`config.mk`:
```
export PLATFORM = sky130hd
export DESIGN_NAME = annexb_to_length_prefixed_flat
export DESIGN_NICKNAME = d
export VERILOG_FILES = /design/src/hdl/abtlp_pkg.sv /design/src/hdl/abtlp_in_if.sv /design/src/hdl/abtlp_out_if.sv /design/src/hdl/abtlp_cfg_if.sv /design/src/hdl/annexb_to_length_prefixed.sv /design/src/hdl/abtlp_parse.sv /design/src/hdl/abtlp_emit.sv /design/src/flat_wrapper.sv
export SDC_FILE = /design/constraint.sdc
export NUM_CORES = 1
export LEC_CHECK = 0
export BUFFER_PORTS_ARGS = -buffer_cell sky130_fd_sc_hd__clkbuf_2
export CORE_MARGIN = 3
export CORE_UTILIZATION = 35
export CTS_BUF_LIST = sky130_fd_sc_hd__clkbuf_8
export DETAILED_ROUTE_END_ITERATION = 7
export PLACE_DENSITY = 0.57
export SYNTH_ARGS = -nofsm -noshare
export SYNTH_HDL_FRONTEND = slang
export SYNTH_SLANG_ARGS = --single-unit
```
`constraint.sdc`:
```
create_clock -name clk -period 7.95 [get_ports clk]
set_input_delay 0.3975 -clock clk [delete_from_list [all_inputs] [get_ports clk]]
set_output_delay 0.3975 -clock clk [all_outputs]
set_load 0.03 [all_outputs]
```
`src/hdl/abtlp_pkg.sv`:
```
`timescale 1ns / 1ps

package abtlp_pkg;

  // Output buffer depth; the usable capacity is capped by the 16-bit write address
  localparam int OUT_DEPTH = 65536;
  localparam int CAP_INT   = (OUT_DEPTH < 65536) ? OUT_DEPTH : 65536;
  localparam logic [16:0] CAP = 17'(CAP_INT);

  // Register reset and header size limits
  localparam logic [2:0] LEN_SIZE_RESET = 3'd4;
  localparam logic [2:0] HDR_MIN        = 3'd1;
  localparam logic [2:0] HDR_MAX        = 3'd4;

  // Byte values of interest
  localparam logic [7:0] BYTE_ZERO  = 8'h00;
  localparam logic [7:0] BYTE_START = 8'h01;

  // Zero-run counter saturates here; two zeros arm a start code
  localparam logic [1:0] ZRUN_ARMED = 2'd2;

  // Result kinds
  typedef enum logic [1:0] {
    KIND_PAYLOAD = 2'd0,
    KIND_HEADER  = 2'd1,
    KIND_DONE    = 2'd2
  } kind_t;

  // Everything one input beat produces, handed from the parser to the emitter
  typedef struct packed {
    logic        pay_vld;
    logic [15:0] pay_addr;
    logic [7:0]  pay_data;
    logic [2:0]  hdr_cnt;    // header bytes kept (inside the buffer)
    logic [15:0] hdr_base;
    logic [2:0]  hdr_size;   // full header size, sets byte order
    logic [16:0] hdr_len;
    logic        done_vld;
    logic [16:0] total;
    logic        len_flag;
    logic        overrun;
  } desc_t;

endpackage

```
`src/hdl/abtlp_in_if.sv`:
```
`timescale 1ns / 1ps

interface abtlp_in_if;
  logic       valid;
  logic       ready;
  logic [7:0] in_byte;
  logic       end_of_packet;

  modport source (output valid, output in_byte, output end_of_packet, input ready);
  modport sink   (input valid, input in_byte, input end_of_packet, output ready);
endinterface

```
`src/hdl/abtlp_out_if.sv`:
```
`timescale 1ns / 1ps

interface abtlp_out_if;
  logic        valid;
  logic        ready;
  logic [1:0]  kind;
  logic [15:0] wr_addr;
  logic [7:0]  wr_data;
  logic [16:0] out_length;
  logic        len_too_big;
  logic        buf_overrun;
  logic        last;

  modport source (
    output valid, output kind, output wr_addr, output wr_data, output out_length,
    output len_too_big, output buf_overrun, output last, input ready
  );
  modport sink (
    input valid, input kind, input wr_addr, input wr_data, input out_length,
    input len_too_big, input buf_overrun, input last, output ready
  );
endinterface

```
`src/hdl/abtlp_cfg_if.sv`:
```
`timescale 1ns / 1ps

interface abtlp_cfg_if;
  logic       valid;
  logic       ready;
  logic [2:0] prefix_bytes;

  modport source (output valid, output prefix_bytes, input ready);
  modport sink   (input valid, input prefix_bytes, output ready);
endinterface

```
`src/hdl/annexb_to_length_prefixed.sv`:
```
`timescale 1ns / 1ps
// An accepted beat is held in the work register, its results then in the output register.
// Throughput: 1 input beat per cycle while each beat causes at most one result and out_ch
// is not stalled; a beat causing more (payload, up to 4 header bytes, done) holds the input
// until its last result is taken; the single output register carries one result per cycle.
// Reset (rst, synchronous): clears packet state and pending results, prefix size returns to 4.

module annexb_to_length_prefixed
  import abtlp_pkg::*;
(
  input  logic          clk,
  input  logic          rst,
  abtlp_in_if.sink      in_ch,
  abtlp_cfg_if.sink     cfg,
  abtlp_out_if.source   out_ch
);

  logic  load;
  logic  take_ok;
  desc_t desc;

  // Start-code parsing and unit bookkeeping
  abtlp_parse u_parse (
    .clk     (clk),
    .rst     (rst),
    .in_ch   (in_ch),
    .cfg     (cfg),
    .take_ok (take_ok),
    .load    (load),
    .desc    (desc)
  );

  // Result sequencing into the output register
  abtlp_emit u_emit (
    .clk     (clk),
    .rst     (rst),
    .load    (load),
    .desc    (desc),
    .take_ok (take_ok),
    .out_ch  (out_ch)
  );

endmodule

```
`src/hdl/abtlp_parse.sv`:
```
`timescale 1ns / 1ps

module abtlp_parse
  import abtlp_pkg::*;
(
  input  logic           clk,
  input  logic           rst,
  abtlp_in_if.sink       in_ch,
  abtlp_cfg_if.sink      cfg,
  input  logic           take_ok,
  output logic           load,
  output desc_t          desc
);

  // Packet state
  logic [2:0]  prefix_bytes;
  logic        in_unit;
  logic [1:0]  zero_run;
  logic [16:0] header_addr;
  logic [16:0] write_ptr;
  logic [16:0] commit_end;
  logic        len_flag;
  logic        overrun_flag;
  logic [2:0]  hdr_size;

  logic [7:0]  b;
  logic        eop;
  logic        start;
  logic [2:0]  eff;
  logic        wp_room;
  logic        pay_ok;
  logic [16:0] wp_inc;
  logic [16:0] wp_mid;
  logic [16:0] ce_mid;
  logic        of_mid;
  logic [1:0]  zr_mid;
  logic [16:0] c_ce;
  logic        c_do;
  logic [16:0] pstart;
  logic [16:0] len;
  logic        lf_close;
  logic [16:0] space;
  logic [2:0]  kept;
  logic        of_close;
  logic [16:0] ha_close;
  logic [16:0] open_end;
  logic [16:0] wp_open;
  logic        lf_done;
  logic        of_done;

  assign cfg.ready   = 1'b1;
  assign in_ch.ready = take_ok;
  assign load        = in_ch.valid && take_ok;

  assign b     = in_ch.in_byte;
  assign eop   = in_ch.end_of_packet;
  assign start = (b == BYTE_START) && (zero_run == ZRUN_ARMED);

  // Header size for a unit that opens now; out-of-range codes clamp
  always_comb begin
    case (prefix_bytes)
      3'd0:    eff = HDR_MIN;
      3'd1, 3'd2, 3'd3, 3'd4: eff = prefix_bytes;
      default: eff = HDR_MAX;
    endcase
  end

  // Ordinary byte: speculative payload write, saturating pointers
  assign wp_room = write_ptr < CAP;
  assign pay_ok  = in_unit && wp_room;
  assign wp_inc  = write_ptr + 17'd1;
  assign wp_mid  = pay_ok ? wp_inc : write_ptr;
  always_comb begin
    if (pay_ok) begin
      ce_mid = (b != BYTE_ZERO) ? wp_inc : commit_end;
    end else if (in_unit && (b != BYTE_ZERO)) begin
      ce_mid = CAP;
    end else begin
      ce_mid = commit_end;
    end
  end
  assign of_mid = in_unit && !wp_room && (b != BYTE_ZERO);
  assign zr_mid = (b != BYTE_ZERO) ? 2'd0 :
                  (zero_run == ZRUN_ARMED) ? ZRUN_ARMED : zero_run + 2'd1;

  // Unit close: on a start code from the stored end, at packet end from the updated end
  assign c_ce = start ? commit_end : ce_mid;
  assign c_do = (start || eop) && in_unit && (c_ce > header_addr);

  assign pstart = header_addr + {14'd0, hdr_size};
  assign len    = (c_ce > pstart) ? c_ce - pstart : 17'd0;
  always_comb begin
    case (hdr_size)
      3'd1:    lf_close = |len[16:8];
      3'd2:    lf_close = len[16];
      default: lf_close = 1'b0;
    endcase
  end

  // Header bytes that land inside the buffer form a prefix
  assign space    = CAP - header_addr;
  assign kept     = (space >= {14'd0, hdr_size}) ? hdr_size : space[2:0];
  assign of_close = kept != hdr_size;
  assign ha_close = c_do ? c_ce : header_addr;

  // Unit open after a start code
  assign open_end = ha_close + {14'd0, eff};
  assign wp_open  = (open_end < CAP) ? open_end : CAP;

  assign lf_done = len_flag || (c_do && lf_close);
  assign of_done = overrun_flag || (!start && of_mid) || (c_do && of_close);

  // Results of this beat
  always_comb begin
    desc.pay_vld  = !start && pay_ok;
    desc.pay_addr = write_ptr[15:0];
    desc.pay_data = b;
    desc.hdr_cnt  = c_do ? kept : 3'd0;
    desc.hdr_base = header_addr[15:0];
    desc.hdr_size = hdr_size;
    desc.hdr_len  = len;
    desc.done_vld = eop;
    desc.total    = ha_close;
    desc.len_flag = lf_done;
    desc.overrun  = of_done;
  end

  // State update on each accepted beat and on each configuration write
  always_ff @(posedge clk) begin
    if (rst) begin
      prefix_bytes <= LEN_SIZE_RESET;
      hdr_size     <= LEN_SIZE_RESET;
      in_unit      <= 1'b0;
      zero_run     <= 2'd0;
      header_addr  <= 17'd0;
      write_ptr    <= 17'd0;
      commit_end   <= 17'd0;
      len_flag     <= 1'b0;
      overrun_flag <= 1'b0;
    end else begin
      if (cfg.valid) begin
        prefix_bytes <= cfg.prefix_bytes;
      end
      if (load) begin
        if (start) begin
          hdr_size <= eff;
        end
        if (eop) begin
          in_unit      <= 1'b0;
          zero_run     <= 2'd0;
          header_addr  <= 17'd0;
          write_ptr    <= 17'd0;
          commit_end   <= 17'd0;
          len_flag     <= 1'b0;
          overrun_flag <= 1'b0;
        end else if (start) begin
          in_unit      <= 1'b1;
          zero_run     <= 2'd0;
          header_addr  <= ha_close;
          write_ptr    <= wp_open;
          commit_end   <= ha_close;
          len_flag     <= lf_done;
          overrun_flag <= of_done;
        end else begin
          zero_run     <= zr_mid;
          write_ptr    <= wp_mid;
          commit_end   <= ce_mid;
          overrun_flag <= of_done;
        end
      end
    end
  end

endmodule

```
`src/hdl/abtlp_emit.sv`:
```
`timescale 1ns / 1ps

module abtlp_emit
  import abtlp_pkg::*;
(
  input  logic           clk,
  input  logic           rst,
  input  logic           load,
  input  desc_t          desc,
  output logic           take_ok,
  abtlp_out_if.source    out_ch
);

  desc_t       work;
  logic [2:0]  hdr_idx;

  logic [2:0]  hdr_left;
  logic [2:0]  remain;
  logic        busy;
  logic        out_free;
  logic        take;
  logic [2:0]  pos;
  logic [31:0] len32;
  logic [1:0]  kind_next;
  logic [15:0] addr_next;
  logic [7:0]  data_next;

  assign hdr_left = work.hdr_cnt - hdr_idx;
  assign remain   = {2'd0, work.pay_vld} + hdr_left + {2'd0, work.done_vld};
  assign busy     = remain != 3'd0;
  assign out_free = !out_ch.valid || out_ch.ready;
  assign take     = busy && out_free;
  assign take_ok  = !busy || (take && (remain == 3'd1));

  // Pick the next result: payload, then header bytes big-endian, then done
  assign pos   = work.hdr_size - 3'd1 - hdr_idx;
  assign len32 = {15'd0, work.hdr_len};
  always_comb begin
    if (work.pay_vld) begin
      kind_next = KIND_PAYLOAD;
      addr_next = work.pay_addr;
      data_next = work.pay_data;
    end else if (hdr_left != 3'd0) begin
      kind_next = KIND_HEADER;
      addr_next = work.hdr_base + {13'd0, hdr_idx};
      data_next = len32[{pos[1:0], 3'b000} +: 8];
    end else begin
      kind_next = KIND_DONE;
      addr_next = 16'd0;
      data_next = 8'd0;
    end
  end

  // Work register and output register
  always_ff @(posedge clk) begin
    if (rst) begin
      work         <= '0;
      hdr_idx      <= 3'd0;
      out_ch.valid <= 1'b0;
    end else begin
      if (load) begin
        work    <= desc;
        hdr_idx <= 3'd0;
      end else if (take) begin
        if (work.pay_vld) begin
          work.pay_vld <= 1'b0;
        end else if (hdr_left != 3'd0) begin
          hdr_idx <= hdr_idx + 3'd1;
        end else begin
          work.done_vld <= 1'b0;
        end
      end
      if (take) begin
        out_ch.valid <= 1'b1;
      end else if (out_ch.ready) begin
        out_ch.valid <= 1'b0;
      end
    end
  end

  always_ff @(posedge clk) begin
    if (take) begin
      out_ch.kind        <= kind_next;
      out_ch.wr_addr     <= addr_next;
      out_ch.wr_data     <= data_next;
      out_ch.out_length  <= (kind_next == KIND_DONE) ? work.total : 17'd0;
      out_ch.len_too_big <= (kind_next == KIND_DONE) && work.len_flag;
      out_ch.buf_overrun <= (kind_next == KIND_DONE) && work.overrun;
      out_ch.last        <= remain == 3'd1;
    end
  end

endmodule

```
`src/flat_wrapper.sv`:
```
// flat-port wrapper written by rule: the top's interface ports become plain ports
module annexb_to_length_prefixed_flat import abtlp_pkg::*;
  (clk, rst, in_ch_valid, in_ch_in_byte, in_ch_end_of_packet, in_ch_ready, cfg_valid, cfg_prefix_bytes, cfg_ready, out_ch_valid, out_ch_kind, out_ch_wr_addr, out_ch_wr_data, out_ch_out_length, out_ch_len_too_big, out_ch_buf_overrun, out_ch_last, out_ch_ready);
  abtlp_in_if in_ch_i ();
  abtlp_cfg_if cfg_i ();
  abtlp_out_if out_ch_i ();
  input  logic clk;
  input  logic rst;
  input wire logic [$bits(in_ch_i.valid)-1:0] in_ch_valid;
  input wire logic [$bits(in_ch_i.in_byte)-1:0] in_ch_in_byte;
  input wire logic [$bits(in_ch_i.end_of_packet)-1:0] in_ch_end_of_packet;
  output wire logic [$bits(in_ch_i.ready)-1:0] in_ch_ready;
  input wire logic [$bits(cfg_i.valid)-1:0] cfg_valid;
  input wire logic [$bits(cfg_i.prefix_bytes)-1:0] cfg_prefix_bytes;
  output wire logic [$bits(cfg_i.ready)-1:0] cfg_ready;
  output wire logic [$bits(out_ch_i.valid)-1:0] out_ch_valid;
  output wire logic [$bits(out_ch_i.kind)-1:0] out_ch_kind;
  output wire logic [$bits(out_ch_i.wr_addr)-1:0] out_ch_wr_addr;
  output wire logic [$bits(out_ch_i.wr_data)-1:0] out_ch_wr_data;
  output wire logic [$bits(out_ch_i.out_length)-1:0] out_ch_out_length;
  output wire logic [$bits(out_ch_i.len_too_big)-1:0] out_ch_len_too_big;
  output wire logic [$bits(out_ch_i.buf_overrun)-1:0] out_ch_buf_overrun;
  output wire logic [$bits(out_ch_i.last)-1:0] out_ch_last;
  input wire logic [$bits(out_ch_i.ready)-1:0] out_ch_ready;
  assign in_ch_i.valid = in_ch_valid;
  assign in_ch_i.in_byte = in_ch_in_byte;
  assign in_ch_i.end_of_packet = in_ch_end_of_packet;
  assign in_ch_ready = in_ch_i.ready;
  assign cfg_i.valid = cfg_valid;
  assign cfg_i.prefix_bytes = cfg_prefix_bytes;
  assign cfg_ready = cfg_i.ready;
  assign out_ch_valid = out_ch_i.valid;
  assign out_ch_kind = out_ch_i.kind;
  assign out_ch_wr_addr = out_ch_i.wr_addr;
  assign out_ch_wr_data = out_ch_i.wr_data;
  assign out_ch_out_length = out_ch_i.out_length;
  assign out_ch_len_too_big = out_ch_i.len_too_big;
  assign out_ch_buf_overrun = out_ch_i.buf_overrun;
  assign out_ch_last = out_ch_i.last;
  assign out_ch_i.ready = out_ch_ready;
  annexb_to_length_prefixed u_core (.clk(clk), .rst(rst), .in_ch(in_ch_i), .cfg(cfg_i), .out_ch(out_ch_i));
endmodule
```
==> results of run 1 <==
==> per-stage QoR <==
step,instance area [sq um],power [mW],setup slack (ps),std cells,util
after global routing,13100,1.95,568,1933,0.397
after global placement,12600,1.15,1030,1901,0.383
after detailed placement,12600,1.15,975,1901,0.383
after floorplan,11900,1.12,1370,1461,-
after CTS,13100,1.91,1260,1933,0.397
final,13100,1.89,1080,1933,0.397
==> how the worst min path moves through the flow <==
stage	to	slack [ps]
floorplan	u_core.u_emit.work[56]	430
global placement	u_core.u_parse.zero_run[0]	440
detailed placement	u_core.u_emit.len32[13]	440
CTS	u_core.u_parse.prefix_bytes[2]	110
global route	u_core.u_parse.prefix_bytes[2]	130
finish	u_core.u_parse.prefix_bytes[2]	130
==> worst min-delay path: stages <==
cell                       delay [ps]
sky130_fd_sc_hd__clkbuf_2          80
sky130_fd_sc_hd__mux2i_1           60
sky130_fd_sc_hd__nand2_1           60
==> layout by cell type (no fill, tap or decap), drive strengths merged, types with 31 or more instances in the layout <==
cell type	instances
ha	54
clkbuf	80
o21ai	79
buf	31
inv	62
nor2	125
edfxtp	46
nand3	52
dfxtp	149
nand2	211
a21oi	152
xnor2	52
==> power by group <==
part	leakage [nW]	switching [mW]	internal, mW
Clock	0.231	0.470	0.291
Combinational	2.98	0.0765	0.0208
Sequential	1.64	0.00632	1.03
==> registers in the layout, indices dropped and copies added, names as in the netlist <==
name,flops
u_core.u_emit.out_ch.len_too_big,1
u_core.u_parse.in_unit,1
u_core.u_emit.work,66
u_core.u_parse.prefix_bytes,3
u_core.u_parse.zero_run,2
u_core.u_emit.out_ch.wr_data,8
u_core.u_emit.out_ch.kind,2
u_core.u_parse.commit_end,17
u_core.u_emit.out_ch.buf_overrun,1
u_core.u_emit.out_ch.out_length,17
u_core.u_parse.overrun_flag,1
u_core.u_emit.out_ch.wr_addr,16
u_core.u_parse.header_addr,17
u_core.u_parse.write_ptr,17
u_core.u_emit.hdr_idx,3
u_core.u_emit.out_ch.valid,1
u_core.u_emit.len32,17
u_core.u_parse.len_flag,1
u_core.u_emit.out_ch.last,1
u_core.u_parse.hdr_size,3
==> final cells by class <==
class	instances	area share
clock buffer	17	0.0178
multi-input combinational	1117	0.532
sequential	195	0.333
inverter	53	0.0152
tap	442	0.0422
clock inverter	15	0.0180
timing repair buffer	94	0.0418
==> cell families (layout without fill, tap and decap cells) <==
logic type	count (synthesis)	count (layout)	share of synthesized area
muxes	24	24	0.0202
AOI/OAI and AO/OA	421	421	0.232
xor gates and xnor gates	75	75	0.0563
and+or+nand+nor	536	536	0.210
buffers and inverters	149	179	0.0487
other	1	1	0.000315
DFF	195	195	0.366
adders and majority gates	60	60	0.0668
==> per-layer routing <==
metal | up-vias | wire [um] | track usage
met1 | 5177 | 17700 | 0.306
met4 | 0 | 1510 | 0.0881
met5 | - | 0 | 0
met2 | 473 | 17400 | 0.332
li1 | 5270 | - | -
met3 | 79 | 2990 | 0.0344
==> key figures, run 1 <==
Outcome
  – Result of the run: complete, no violations

Global route
  – Antenna violations before repair: 0
  – Total Routing Usage GR: 0.217
  – Wire length of the first global-routing pass: 61.4 mm
  – Maximum number of pins on one net before global-route repair: 75
  – GRT overflow: 0
  – Vias in the first global route: ~10000

Setup path
  – R2r startpoint: u_core.u_parse.write_ptr[0]
  – Required time at the endpoint of the critical path: approximately 8400 ps
  – Data arrival time of the worst path: 7260 ps
  – CP Launch Point: u_core.u_parse.write_ptr[0]
  – Logic depth of the worst path, buffers included: 26
  – Max stage delay cell, worst path: sky130_fd_sc_hd__nor4_2
  – Critical path class: flop to flop
  – Worst-case reg-to-reg path depth: 26
  – Critical path buffers and inverters: 3
  – Largest delay contributor family on the critical path: compound AO/OA/AOI/OAI gates
  – Worst r2r dst: u_core.u_parse.write_ptr[11]
  – Kind of launch point of the worst setup path: flop
  – Crit-path max cell delay: between 500 and 600 ps
  – Maximum fanout count along the critical path: 12
  – Capturing element of the worst setup path: u_core.u_parse.write_ptr[11]
  – Worst Setup End Kind: flop
  – Slack of the worst reg-to-reg path: around 1100 ps

Logic synthesis
  – Synth top area cells: sky130_fd_sc_hd__dfxtp_1 25%, sky130_fd_sc_hd__edfxtp_1 12%, sky130_fd_sc_hd__nand2_1 6.6%
  – Syn. warnings: 0
  – Count of flip-flops with a built-in enable after synthesis: between 40 and 50
  – Number of nets in the synthesized netlist: 1538
  – Register area share after synthesis: 0.366
  – Synthesized instance count: 1461
  – Synth top area share: 0.250
  – Combined area of all synthesized cells: 11900 sq um
  – Synthesized area per cell: roughly 8 sq um
  – #FFs+latches synth: 195
  – Synth top cells by count: 211 x sky130_fd_sc_hd__nand2_1, 152 x sky130_fd_sc_hd__a21oi_1, 149 x sky130_fd_sc_hd__dfxtp_1
  – Cell with the most instances after synthesis: sky130_fd_sc_hd__nand2_1
  – Number of library cell types mapped by synthesis: 81
  – Most used flip-flop cell after synthesis: sky130_fd_sc_hd__dfxtp_1
  – Cell type with the highest aggregate area in the netlist: sky130_fd_sc_hd__dfxtp_1
  – Async set-reset flop share out of synthesis: 0

Clocking
  – Post-cts gate resize count: 0
  – Worst skew pair latency: 500 ps
  – Clock Tree Root: sky130_fd_sc_hd__clkbuf_8
  – CTS tree: done
  – Worst-case clock buffer depth: 2
  – Post-CTS setup buffer count: 0
  – Clock transition at the register clock pins on the worst setup and hold paths after CTS: around 130 ps
  – H-tree depth: 4
  – Hold buffer count at cts: 0
  – TritonCTS Buffers: 17
  – CTS sink count: 195

Die
  – Die area: 36300 sq um
  – Floorplan Core Area: 33000 sq um
  – I/O pin total: 66
  – Die height: 191 um
  – Width of the chip: around 190 um
  – Starting utilization of the core area: 0.361
  – # rows: 66

Job
  – Max Cap Violations: 0

STA
  – Final-layout setup total negative slack: 0 ps
  – Endpoints failing hold: 0
  – Setup repair after global routing missed its margin: no
  – Max Clk Rate: 0.146 GHz
  – Final slew viol count: 0
  – Minimum clock period: approximately 7000 ps
  – Tightest slew margin relative to the limit: 0.232
  – Fraction of the cycle the final worst path needs: 0.864
  – Final setup viols: 0
  – Hold_ws: ~130 ps
  – Slew @ Worst Pin: 1120 ps
  – Clk_skew: between 20 and 30 ps

Route
  – Drt drc: 0
  – Wire length per cell after detailed routing: 20.5 um
  – Starting DRC count in detailed routing: 1037
  – Final wirelength: 39.6 mm
  – Detailed Routing Iterations Pass 1: 6
  – Total via count in the routed design: 11000
  – Post-DR vias/cell: ~5.7
  – Count of nets left with antenna violations after detail routing: 0

Layout
  – Share of final-layout standard cells stronger than drive strength 1: 0.103
  – Multi-input gate area: around 7000 sq um
  – N_diodes: 0
  – Fillers: about 3400
  – Post-synthesis to final-layout area growth: 10.1%
  – Final-stage net count: between 1500 and 2000
  – Storage element area: about 4400 sq um

Hold path
  – Path category of the worst min-delay check: input pin to flop
  – Worst hold path cell count: 3
  – Worst hold start: cfg_prefix_bytes[2]

Pwr
  – Leakage power: 4.84 nW
  – PD cells: 144 nW/um^2
  – Peak supply drop: 114 uV

Placement
  – GP Congestion: about 0.96
  – Number of buffers added on ports: between 60 and 70
  – HPWL after detailed placement: between 20 and 30 mm
(Power assumes the default switching activity.)
==> run 2: changes to the inputs <==
Settings changed: RECOVER_POWER set to 50.
==> run 2 against run 1 <==
Net effect:
- the flow now finishes with violations (capacitance limit, slew limit)
- combinational power fell by 2.7%
- wire length rose by 0.16%
- worst setup slack got worse by 35 ps
- first-iteration DRC count up 0.19%
- critical path type unchanged
==> key figures, run 2 (synthesis results as in run 1) <==
Outcome
  – Result of the run: finished with violations
  – Violated checks: capacitance limit, slew limit

STA
  – Slew @ Worst Pin: 3680 ps (+2560 ps)
  – Max Clk Rate: 0.145 GHz (-0.51%)
  – Clk_skew: 24.4 ps (-1.21 ps)
  – Final setup viols: 0 (unchanged)
  – Final-layout setup total negative slack: 0 ps (unchanged)
  – Minimum clock period: 6900 ps (+35.0 ps)
  – Fraction of the cycle the final worst path needs: 0.868 (+0.00440)
  – Setup repair after global routing missed its margin: no
  – Final slew viol count: 173 (+173)
  – Tightest slew margin relative to the limit: -1.45 (-1.69)
  – Endpoints failing hold: 0 (unchanged)

Layout
  – Final-stage net count: 1555 (unchanged)
  – Multi-input gate area: 6980 sq um (unchanged)
  – Commonest non-fill, non-tap cell in the layout: sky130_fd_sc_hd__nand2_1
  – Top library cells by usage in the layout, fill and taps aside: 211 x sky130_fd_sc_hd__nand2_1, 152 x sky130_fd_sc_hd__a21oi_1, 149 x sky130_fd_sc_hd__dfxtp_1, 124 x sky130_fd_sc_hd__nor2_1, 74 x sky130_fd_sc_hd__o21ai_0
  – Cell area after layout: 13000 sq um (-0.59%)
  – Post-synthesis to final-layout area growth: 9.41%
  – Number of flip-flops under the largest register name: 66 (unchanged)
  – N_diodes: 0 (unchanged)
  – Storage element area: 4360 sq um (unchanged)
  – Share of final-layout standard cells stronger than drive strength 1: 0.0677 (-0.0349)
  – Fillers: 3448 (+0.73%)
  – Top register by number of flip-flops: u_core.u_emit.work

Global route
  – Total Routing Usage GR: 0.217 (unchanged)
  – Wire length of the first global-routing pass: 61.4 mm (unchanged)
  – GRT overflow: 0 (unchanged)
  – Antenna violations before repair: 0 (unchanged)
  – Vias in the first global route: 10400 (unchanged)
  – Maximum number of pins on one net before global-route repair: 75 (unchanged)

Route
  – Final wirelength: 39.7 mm (+0.16%)
  – Detailed Routing Iterations Pass 1: 6 (unchanged)
  – Total via count in the routed design: 11000 (-0.091%)
  – Wire length per cell after detailed routing: 20.5 um (+0.16%)
  – Post-DR vias/cell: 5.68 (about the same)
  – Count of nets left with antenna violations after detail routing: 0 (unchanged)
  – Drt drc: 0 (unchanged)
  – Starting DRC count in detailed routing: 1039 (+0.19%)

Setup path
  – Required time at the endpoint of the critical path: 8310 ps (-40 ps)
  – Worst r2r dst: u_core.u_parse.write_ptr[11]
  – Worst Setup End Kind: flop
  – Max stage delay cell, worst path: sky130_fd_sc_hd__nor4_2
  – R2r startpoint: u_core.u_parse.write_ptr[0]
  – Slack of the worst reg-to-reg path: 1050 ps (-30 ps)
  – Maximum fanout count along the critical path: 12 (unchanged)
  – Kind of launch point of the worst setup path: flop
  – Crit-path max cell delay: 570 ps (-20 ps)
  – Worst-case reg-to-reg path depth: 26 (unchanged)
  – Critical path class: flop to flop
  – Data arrival time of the worst path: 7270 ps (about the same)

Job
  – Max Cap Violations: 3 (+3)

Die
  – Die area: 36300 sq um (unchanged)
  – Die height: 191 um (unchanged)
  – Floorplan Core Area: 33000 sq um (unchanged)
  – I/O pin total: 66 (unchanged)
  – # rows: 66 (unchanged)
  – Width of the chip: 191 um (unchanged)
  – Starting utilization of the core area: 0.361 (unchanged)

Hold path
  – Worst hold path cell count: 3 (unchanged)
  – Path category of the worst min-delay check: input pin to flop
  – Worst Hold Path EP: u_core.u_parse.prefix_bytes[2]
  – Worst hold start: cfg_prefix_bytes[2]

Pwr
  – Leakage power: 4.67 nW (-3.5%)
  – PD cells: 145 nW/um^2 (+0.43%)
  – Peak supply drop: 113 uV (-0.20%)

Placement
  – Placed Area: 12600 sq um (unchanged)
  – Number of buffers added on ports: 64 (unchanged)
  – GP Congestion: 0.958 (unchanged)
  – HPWL after detailed placement: 29.2 mm (unchanged)

Clocking
  – Post-CTS setup buffer count: 0 (unchanged)
  – Clock transition at the register clock pins on the worst setup and hold paths after CTS: 130 ps (about the same)
  – Clock Tree Root: sky130_fd_sc_hd__clkbuf_8
  – CTS sink count: 195 (unchanged)
  – TritonCTS Buffers: 17 (unchanged)
  – Hold buffer count at cts: 0 (unchanged)
  – H-tree depth: 4 (unchanged)
  – Post-cts gate resize count: 0 (unchanged)
  – CTS tree: done
  – Worst-case clock buffer depth: 2 (unchanged)
  – Worst skew pair latency: 500 ps (about the same)
[run 2: worst max-delay path by stage]
stage	start	to	depth (start not counted)
after floorplan	in_ch_in_byte[4]	u_core.u_parse.write_ptr[5]	27
after global placement	in_ch_in_byte[4]	u_core.u_parse.write_ptr[11]	25
after detailed placement	in_ch_in_byte[4]	u_core.u_parse.write_ptr[11]	25
after CTS	u_core.u_parse.write_ptr[0]	u_core.u_parse.write_ptr[4]	26
after global routing	u_core.u_parse.write_ptr[0]	u_core.u_parse.write_ptr[4]	27
final	u_core.u_parse.write_ptr[0]	u_core.u_parse.write_ptr[11]	26
[run 2: report_power, final]
group	total (mW)	switching (mW)	internal (mW)
combinational	0.0947	0.0765	0.0182
sequential	1.03	0.00637	1.03
clock	0.760	0.469	0.291
[run 2: metrics by stage]
step	setup slack, ps	std cells	util	power [mW]	hold WS [ps]
after floorplan	1370	1461	-	1.12	425
after global placement	1030	1901	0.383	1.15	439
after detailed placement	975	1901	0.383	1.15	445
after CTS	1260	1933	0.397	1.91	108
after global routing	526	1933	0.395	1.95	128
final	1050	1933	0.395	1.89	124
[run 2: cell type report]
type | instances | area share
timing repair buffer | 94 | 0.0361
clock inverter | 15 | 0.0181
sequential | 195 | 0.335
tap | 442 | 0.0424
multi-input combinational | 1117 | 0.535
inverter | 53 | 0.0153
clock buffer | 17 | 0.0179
[run 2: per-layer routing]
layer | up-vias | global-route usage | wire (um)
li1 | 5278 | - | -
met2 | 462 | 0.332 | 17400
met4 | 0 | 0.0881 | 1430
met5 | - | 0 | 0
met1 | 5176 | 0.306 | 17900
met3 | 73 | 0.0344 | 2940
[run 2: worst max-delay path, delay by kind of cell, from the launching register on]
family,cells,cell delay (ps)
AO/OA/AOI/OAI,11,2340
adder cells (fa/ha/maj),4,1110
buffers and inverters,3,570
flip-flops,1,470
multiplexers,1,410
AND/OR/NAND/NOR,7,1870
